--- config.mk ---
export PLATFORM = sky130hd
export DESIGN_NAME = sbc_back
export DESIGN_NICKNAME = d
export VERILOG_FILES = /design/src/rtl/core/sbc_pkg.sv /design/src/rtl/core/sbc_back.sv
export SDC_FILE = /design/constraint.sdc
export NUM_CORES = 2
export LEC_CHECK = 0
export BUFFER_PORTS_ARGS = -buffer_cell sky130_fd_sc_hd__buf_2
export CORE_MARGIN = 10
export CORE_UTILIZATION = 45
export DETAILED_ROUTE_END_ITERATION = 10
export PLACE_DENSITY = 0.63
export SKIP_CTS_REPAIR_TIMING = 1
export SLEW_MARGIN = 20
export SYNTH_ARGS = -nofsm -noshare
export SYNTH_HDL_FRONTEND = slang
export SYNTH_SLANG_ARGS = --single-unit
--- constraint.sdc ---
create_clock -name clk_i -period 9.1 [get_ports clk_i]
set_clock_uncertainty 0.2 [all_clocks]
set_input_delay 1.365 -clock clk_i [delete_from_list [all_inputs] [get_ports clk_i]]
set_output_delay 1.365 -clock clk_i [all_outputs]
set_load 0.01 [all_outputs]
--- src/rtl/core/sbc_pkg.sv ---
// sbc_pkg: widths, constants and shared types of the swept box collision pipeline
// depends on nothing; every module of the block imports it
`timescale 1ns / 1ps
`default_nettype none
package sbc_pkg;

  localparam int FRAC_BITS = 16;
  // width of a 32 bit by 31 bit signed product
  localparam int P_W       = 63;
  // direction component after the fraction shift
  localparam int D_W       = P_W - FRAC_BITS;
  // slab numerators and mover centres
  localparam int N_W       = 34;
  localparam int C_W       = 33;
  // divider remainder, holds up to twice the divisor
  localparam int R_W       = D_W + 1;
  localparam int Q_STEPS   = FRAC_BITS + 1;
  // clamped slab time, signed
  localparam int T_W       = FRAC_BITS + 3;
  // split of the direction for the contact product
  localparam int LO_W      = D_W / 2;
  localparam int HI_W      = D_W - LO_W;
  localparam int PL_W      = FRAC_BITS + LO_W;
  localparam int PH_W      = FRAC_BITS + 1 + HI_W;
  localparam int OFF_W     = FRAC_BITS + D_W + 1;
  localparam int S_W       = D_W + 2;

  localparam logic signed [T_W-1:0] T_ONE = T_W'(1) <<< FRAC_BITS;
  localparam logic signed [T_W-1:0] T_SAT = T_W'(1) <<< (FRAC_BITS + 1);

  // division lanes
  localparam int LANE_NX = 0;
  localparam int LANE_FX = 1;
  localparam int LANE_NY = 2;
  localparam int LANE_FY = 3;

  typedef enum logic [2:0] {
    NORM_NONE  = 3'd0,
    NORM_POS_X = 3'd1,
    NORM_NEG_X = 3'd2,
    NORM_POS_Y = 3'd3,
    NORM_NEG_Y = 3'd4
  } normal_e;

  // sideband of one request while its divisions are in flight
  typedef struct packed {
    logic                  vzero;
    logic [1:0]            dzero;
    logic [1:0]            in_slab;
    logic [3:0]            neg;
    logic [3:0]            ovf;
    logic signed [D_W-1:0] dx;
    logic signed [D_W-1:0] dy;
    logic signed [C_W-1:0] cx;
    logic signed [C_W-1:0] cy;
  } side_t;

endpackage
`default_nettype wire

--- src/rtl/core/sbc_back.sv ---
// sbc_back: slab intervals, hit decision, contact point and the output register
// depends on sbc_pkg
`timescale 1ns / 1ps
`default_nettype none
module sbc_back (
  input  logic                              clk_i,
  input  logic                              rst_ni,
  input  logic                              en_i,
  input  logic                              valid_i,
  input  sbc_pkg::side_t                    side_i,
  input  logic [3:0][sbc_pkg::Q_STEPS-1:0]  quo_i,
  output logic                              out_valid_o,
  output logic                              hit_o,
  output logic signed [31:0]                contact_time_o,
  output logic signed [31:0]                contact_x_o,
  output logic signed [31:0]                contact_y_o,
  output logic [2:0]                        normal_code_o
);
  import sbc_pkg::*;

  // interval stage
  logic signed [T_W-1:0] q [4];
  logic signed [T_W-1:0] nx_d, fx_d, ny_d, fy_d;
  logic signed [T_W-1:0] c_nx_q, c_fx_q, c_ny_q, c_fy_q;
  logic                  c_valid_q, c_miss_q;
  logic signed [D_W-1:0] c_dx_q, c_dy_q;
  logic signed [C_W-1:0] c_cx_q, c_cy_q;

  // decision stage
  logic signed [T_W-1:0] tnear, tfar;
  logic                  hit_d;
  normal_e               norm_d;
  logic [FRAC_BITS-1:0]  tn;
  logic                  e_valid_q, e_hit_q;
  normal_e               e_norm_q;
  logic [FRAC_BITS-1:0]  e_tn_q;
  logic [PL_W-1:0]       e_plx_q, e_ply_q;
  logic signed [PH_W-1:0] e_phx_q, e_phy_q;
  logic signed [C_W-1:0] e_cx_q, e_cy_q;

  // contact stage
  logic signed [OFF_W-1:0] offx, offy;
  logic signed [S_W-1:0]   sumx, sumy;
  logic signed [31:0]      satx, saty;
  logic                    out_valid_q;

  always_comb begin
    for (int l = 0; l < 4; l++) begin
      q[l] = side_i.ovf[l] ? T_SAT : T_W'(quo_i[l]);
      if (side_i.neg[l]) begin
        q[l] = -q[l];
      end
    end
    if (side_i.dzero[0]) begin
      nx_d = -T_SAT;
      fx_d = T_SAT;
    end else begin
      nx_d = (q[LANE_NX] > q[LANE_FX]) ? q[LANE_FX] : q[LANE_NX];
      fx_d = (q[LANE_NX] > q[LANE_FX]) ? q[LANE_NX] : q[LANE_FX];
    end
    if (side_i.dzero[1]) begin
      ny_d = -T_SAT;
      fy_d = T_SAT;
    end else begin
      ny_d = (q[LANE_NY] > q[LANE_FY]) ? q[LANE_FY] : q[LANE_NY];
      fy_d = (q[LANE_NY] > q[LANE_FY]) ? q[LANE_NY] : q[LANE_FY];
    end
  end

  always_ff @(posedge clk_i or negedge rst_ni) begin
    if (!rst_ni) begin
      c_valid_q   <= 1'b0;
      e_valid_q   <= 1'b0;
      out_valid_q <= 1'b0;
    end else if (en_i) begin
      c_valid_q   <= valid_i;
      e_valid_q   <= c_valid_q;
      out_valid_q <= e_valid_q;
    end
  end

  always_ff @(posedge clk_i) begin
    if (en_i) begin
      c_nx_q   <= nx_d;
      c_fx_q   <= fx_d;
      c_ny_q   <= ny_d;
      c_fy_q   <= fy_d;
      // a still axis outside its grown slab never meets the target
      c_miss_q <= side_i.vzero || (side_i.dzero[0] && !side_i.in_slab[0])
                  || (side_i.dzero[1] && !side_i.in_slab[1]);
      c_dx_q   <= side_i.dx;
      c_dy_q   <= side_i.dy;
      c_cx_q   <= side_i.cx;
      c_cy_q   <= side_i.cy;
    end
  end

  always_comb begin
    tnear = (c_nx_q > c_ny_q) ? c_nx_q : c_ny_q;
    tfar  = (c_fx_q < c_fy_q) ? c_fx_q : c_fy_q;
    hit_d = !c_miss_q && !(c_nx_q > c_fy_q) && !(c_ny_q > c_fx_q)
            && (tfar >= 0) && (tnear >= 0) && (tnear < T_ONE);
    tn    = tnear[FRAC_BITS-1:0];
    priority if (c_nx_q > c_ny_q) begin
      norm_d = c_dx_q[D_W-1] ? NORM_POS_X : NORM_NEG_X;
    end else if (c_nx_q < c_ny_q) begin
      norm_d = c_dy_q[D_W-1] ? NORM_POS_Y : NORM_NEG_Y;
    end else begin
      norm_d = NORM_NONE;
    end
  end

  always_ff @(posedge clk_i) begin
    if (en_i) begin
      e_hit_q  <= hit_d;
      e_norm_q <= norm_d;
      e_tn_q   <= tn;
      // direction split in two so each product stays narrow
      e_plx_q  <= PL_W'(tn) * PL_W'(c_dx_q[LO_W-1:0]);
      e_ply_q  <= PL_W'(tn) * PL_W'(c_dy_q[LO_W-1:0]);
      e_phx_q  <= PH_W'($signed({1'b0, tn})) * PH_W'($signed(c_dx_q[D_W-1:LO_W]));
      e_phy_q  <= PH_W'($signed({1'b0, tn})) * PH_W'($signed(c_dy_q[D_W-1:LO_W]));
      e_cx_q   <= c_cx_q;
      e_cy_q   <= c_cy_q;
    end
  end

  always_comb begin
    offx = (OFF_W'(e_phx_q) <<< LO_W) + OFF_W'(e_plx_q);
    offy = (OFF_W'(e_phy_q) <<< LO_W) + OFF_W'(e_ply_q);
    sumx = S_W'(e_cx_q) + S_W'($signed(offx[OFF_W-1:FRAC_BITS]));
    sumy = S_W'(e_cy_q) + S_W'($signed(offy[OFF_W-1:FRAC_BITS]));
    priority if (sumx > S_W'(32'sh7fffffff)) begin
      satx = 32'sh7fffffff;
    end else if (sumx < S_W'(-33'sh80000000)) begin
      satx = -32'sh80000000;
    end else begin
      satx = sumx[31:0];
    end
    priority if (sumy > S_W'(32'sh7fffffff)) begin
      saty = 32'sh7fffffff;
    end else if (sumy < S_W'(-33'sh80000000)) begin
      saty = -32'sh80000000;
    end else begin
      saty = sumy[31:0];
    end
  end

  always_ff @(posedge clk_i) begin
    if (en_i) begin
      hit_o          <= e_hit_q;
      contact_time_o <= e_hit_q ? 32'(e_tn_q) : '0;
      contact_x_o    <= e_hit_q ? satx : '0;
      contact_y_o    <= e_hit_q ? saty : '0;
      normal_code_o  <= e_hit_q ? e_norm_q : NORM_NONE;
    end
  end

  assign out_valid_o = out_valid_q;

endmodule
`default_nettype wire

---- Word-level counts from Yosys, hierarchy flattened ----
Cells that the tools add are included.
word-level totals
  register bits ........................... 586
  bits of input ports ..................... 245
  output and inout port bits .............. 101
  logic and storage cells ................. 94
cells by class
  add/subtract/negate cells ............... 8
  multipliers ............................. 4
  $lt $le $gt $ge ......................... 14
  multiplexer cells ....................... 22
  bitwise gates (word level) .............. 1
  reduce and logical (&&, ||, !) cells .... 16
operator list
  kind                                                                 number
  two-way mux 19 bit                                                   10
  adder 64 x 39 -> 64 bit                                              2
  adder 33 x 48 -> 49 bit                                              2
  greater-than comparator 49 x 32 -> 1 bit (second input constant)     2
  less-than comparator 49 x 32 -> 1 bit (second input constant)        2
  greater-than comparator 19 bit                                       5
  multiplier 17 x 24 -> 41 bit                                         2
  multiplier 16 x 23 -> 39 bit                                         2
  negator 18 -> 19 bit                                                 4
  two-way mux 18 bit                                                   4
  two-way mux 32 bit                                                   2
  two-way mux 31 bit                                                   2
  greater-or-equal comparator 19 x 1 -> 1 bit (second input constant)  2
  less-than comparator 19 bit                                          2
  less-than comparator 19 x 18 -> 1 bit (second input constant)        1
  two-way mux 3 bit                                                    3
  logical AND 1 bit                                                    7
  zero test 1 bit                                                      5
  OR reduction 2 bit                                                   2
  logical OR 1 bit                                                     2
  two-way mux 2 bit                                                    1
  inverter 1 bit                                                       1

---- Logic depth before layout (Yosys ltp) ----
  word-level depth ........................ 7
  depth in mapped cells ................... 40
  gate-level depth less buffers ........... 36

---- Worst setup path after synthesis ----
No wires, ideal clock.
  kind .................................... register -> register
  start ................................... reg c_nx_q[17]
  end ..................................... reg e_ply_q[38] (data pin)
  library setup time ...................... 260 ps
  arrival time ............................ 9067 ps
  required time ........................... 8640 ps
  setup slack ............................. -427 ps
  cell stages (with the launch flop) ...... 39
  buffers on the path ..................... 4
  clock period less this slack ............ 9527 ps
  path through ............................ edfxtp_1 -> ha_1 -> and3_1 -> nand2_1 -> nor2_1 -> a311oi_1 -> or2_2 -> clkbuf_1 -> clkbuf_1 -> nand2_1 -> o21ai_0 -> clkbuf_1 -> clkbuf_1 -> nand2_1 -> fa_1 -> inv_1 -> fa_1 -> inv_1 -> (+3 left out) -> fa_1 -> inv_1 -> fa_1 -> inv_1 -> ha_1 -> a21o_1 -> a211o_1 -> nor2_1 -> nand3b_1 -> a2bb2oi_1 -> a31o_2 -> o21ai_0 -> o21ai_0 -> a221oi_1 -> a211oi_1 -> or3_1 -> a21oi_1 -> xnor2_1
between the ends
  cells in the longest elaborated chain, start to end .. 3
ends and longest elaborated chain
  what                            line             text
  start: declaration              sbc_back.sv:24   logic signed [T_W-1:0] c_nx_q, c_fx_q, c_ny_q, c_fy_q;
  start signal: assignment        sbc_back.sv:84   c_nx_q <= nx_d;
  greater-than comparator 19 bit  sbc_back.sv:99   tnear = (c_nx_q > c_ny_q) ? c_nx_q : c_ny_q;
  two-way mux 19 bit              sbc_back.sv:99
  multiplier 16 x 23 -> 39 bit    sbc_back.sv:120  e_ply_q <= PL_W'(tn) * PL_W'(c_dy_q[LO_W-1:0]);
  end signal: assignment          sbc_back.sv:120
  end: declaration                sbc_back.sv:37   logic [PL_W-1:0] e_plx_q, e_ply_q;
No other way between the ends.
A chain may end at the register's enable or synchronous reset.

---- Worst setup path after layout ----
  start ................................... reg c_nx_q[8]
  end ..................................... reg e_plx_q[33] (data pin)
between the ends
  cells in the longest elaborated chain, start to end .. 3
ends and longest elaborated chain
  what                              line             text
  greater-than comparator 19 bit    sbc_back.sv:99
  two-way mux 19 bit (*)            sbc_back.sv:99
  multiplier 16 x 23 -> 39 bit (*)  sbc_back.sv:119  e_plx_q <= PL_W'(tn) * PL_W'(c_dx_q[LO_W-1:0]);
  end signal: assignment            sbc_back.sv:119
  end: declaration                  sbc_back.sv:37
Mark *: on every way between the ends. The rest lies on a longest branch, timed or not.

==> results_dict.tcl <==
set metrics [dict create \
    synth_seq_area_share_pct 20.0 \
    layout_common_cells "1702 x inv_1, 1325 x fa_1, 1136 x nand2_1" \
    yosys.area.top_type "fa_1" \
    avgSynthCellArea_um2 9.57 \
    grt_pass1_wl_um 364000 \
    worstSetupEndpointType "flop" \
    core_area_mm2 0.178 \
    synth_ff_type "edfxtp_1" \
    hold_viol 0 \
    cts_buffer_depth 3 \
    synthArstFlopShare_pct 0.558 \
    whs_endpoint "e_cx_q[17]" \
    place_ws_ns -0.388 \
    crit_arrival_ns 9.32 \
    netlist_area_mm2 0.0806 \
    gp_congestion 0.914 \
    grt_util_all_layers_pct 23.4 \
    clk-insertion-delay-late_ns 0.73 \
    grt_overflow_total 0 \
    start_kind "flop" \
    cap_violations 0 \
    dp_hpwl_um 185000 \
    finalCritPeriodShare_pct 99.6 \
    min-delay-start "c_cx_q[17]" \
    slowest_stage "fa_1" \
    ioPinCount 346 \
    drive_above_1_share_pct 13.5 \
    route.detailed.drc 0 \
    routedWlPerCell_um 20.2 \
    start_util_pct 45.2 \
    grt_max_degree 154 \
    whs_path_depth 0 \
    slowest_delay_ns 0.58 \
    synth_edf_count 535 \
    final_util_pct 51.7 \
    post-route-min-period_ns 9.06 \
    worstMarginPinSlew_ns 1.12 \
    slew_headroom_pct 25.3 \
    status "finished, final reports clean" \
    setup_viol_count_final 0 \
    ff2ff_path_depth 37 \
    cts_sinks 538 \
    r2r_end "e_plx_q[33]" \
    synth_top_area_share_pct 33.3 \
    avgViaCountPerCell 5.26 \
    clkTransAtPathRegs_ns 0.06 \
    required_ns 9.36 \
    worst_slack_ns 0.0350 \
    synthCells 8420 \
    max_freq_ghz 0.110 \
    die_h_um 443 \
    htreeDepth 3 \
    wirelength_um 231000 \
    port_buffers 329 \
    min_path_type "flop to flop" \
    reg2reg_from "c_nx_q[8]" \
    ff2ff_setup_slack_ns 0.04 \
    rsz0062_at_grt "true" \
    numCtsBuffers 74 \
    yosys_warnings 0 \
    path_max_fanout 8 \
    layout_commonest_cell "inv_1" \
    rows 155 \
    antenna_found_initial 10 \
    cts_tree "done" \
    die_w_um 443 \
    cp_common_cell "fa_1" \
    ys_ff_latch 538 \
    synth_area_leaders "fa_1 33%, edfxtp_1 20%, ha_1 10%" \
    yosysUniqueCellTypes 92 \
    grt_pass1_vias 64700 \
    final_max_slew_viol_count 0 \
    die-area_mm2 0.196 \
    areaGrowthSynthToFinish_pct 14.3 \
    vias 60100 \
    cts_root_buf "clkbuf_16" \
    drt_iter0_drc 3858 \
    dr.pass1.iters 6 \
    postRouteAntennaNets 0 \
    worstSetupPathType "flop to flop" \
    final_net_count 11300 \
]
-- Yosys cell counts (63+ instances only) --
| master | instances |
|---|---|
| nor2_1 | 287 |
| and2_1 | 619 |
| inv_1 | 1730 |
| ha_1 | 663 |
| a21o_1 | 123 |
| edfxtp_1 | 535 |
| xnor2_1 | 209 |
| o21a_1 | 74 |
| a21oi_1 | 250 |
| nor2b_1 | 65 |
| clkbuf_1 | 315 |
| o21ai_0 | 204 |
| xor2_1 | 109 |
| nand3_1 | 63 |
| fa_1 | 1340 |
| nand2_1 | 1152 |
-- sequential cells by signal, summed over array words and instances, names as in the netlist, 33 cells and up --
name / flops
c_cx_q: 33
c_cy_q: 33
c_dx_q: 47
c_dy_q: 47
e_cx_q: 33
e_cy_q: 33
e_phx_q: 41
e_phy_q: 41
-- critical path: cells and delay by family, from the launching register on --
| family | cells | cell delay [ns] |
|---|---|---|
| AND/OR/NAND/NOR | 7 | 1.50 |
| XOR/XNOR | 1 | 0.12 |
| buffers and inverters | 10 | 1.27 |
| flip-flops | 1 | 0.46 |
| AO/OA/AOI/OAI | 11 | 1.54 |
| adder cells (fa/ha/maj) | 8 | 3.69 |
-- cell type report --
cell class	instances	area, um2
Sequential cell	538	16100
Timing Repair Buffer	853	6570
Multi-Input combinational cell	5826	57500
Fill cell	16000	86100
Antenna cell	4	10.0
Clock buffer	84	1890
Tap cell	2355	2950
Clock inverter	49	559
Inverter	1731	6500
-- per-layer routing --
metal	global-route usage [%]	wire length [um]	vias up
met3	4.51	16200	409
met2	38.1	107000	2007
li1	-	-	27500
met1	31.0	98900	30200
met4	8.71	8920	2
met5	0	13	-
-- cell families (layout without fill, tap and decap cells) --
group / count (synthesis) / in the layout / share of synthesized area [%]
and+or+nand+nor: 2478 / 2478 / 14.7
buffers and inverters: 2071 / 2717 / 9.75
adders and majority gates: 2003 / 2003 / 43.6
AOI/OAI and AO/OA: 945 / 945 / 7.58
DFF: 538 / 538 / 20.0
xor gates and xnor gates: 319 / 319 / 3.48
muxes: 65 / 65 / 0.856
other: 1 / 20 / 0.00465
-- worst max-delay path by stage --
| stage | start | endpoint | slack (ns) | cells after the start |
|---|---|---|---|---|
| after CTS | c_nx_q[17] | e_plx_q[33] | -0.44 | 37 |
| after global placement | c_nx_q[17] | e_plx_q[33] | -0.30 | 37 |
| after global routing | c_nx_q[8] | e_phx_q[40] | -0.31 | 39 |
| final | c_nx_q[8] | e_plx_q[33] | 0.04 | 37 |
| after detailed placement | c_nx_q[17] | e_plx_q[33] | -0.39 | 37 |
| after floorplan | c_nx_q[17] | e_ply_q[38] | -0.005 | 37 |
-- per-stage QoR --
step	hold WS (ns)	instance area [um2]	setup TNS [ns]	std cells
after global routing	0.174	92100	-3.19	11400
after floorplan	0.200	80700	-0.00491	8435
after CTS	0.145	90300	-6.37	11400
after global placement	0.203	87800	-2.42	11200
after detailed placement	0.205	87800	-5.52	11200
final	0.206	92100	0	11400
Power is not shown: default switching activity piles up to over one toggle a cycle in this logic, so the estimate is an artifact.
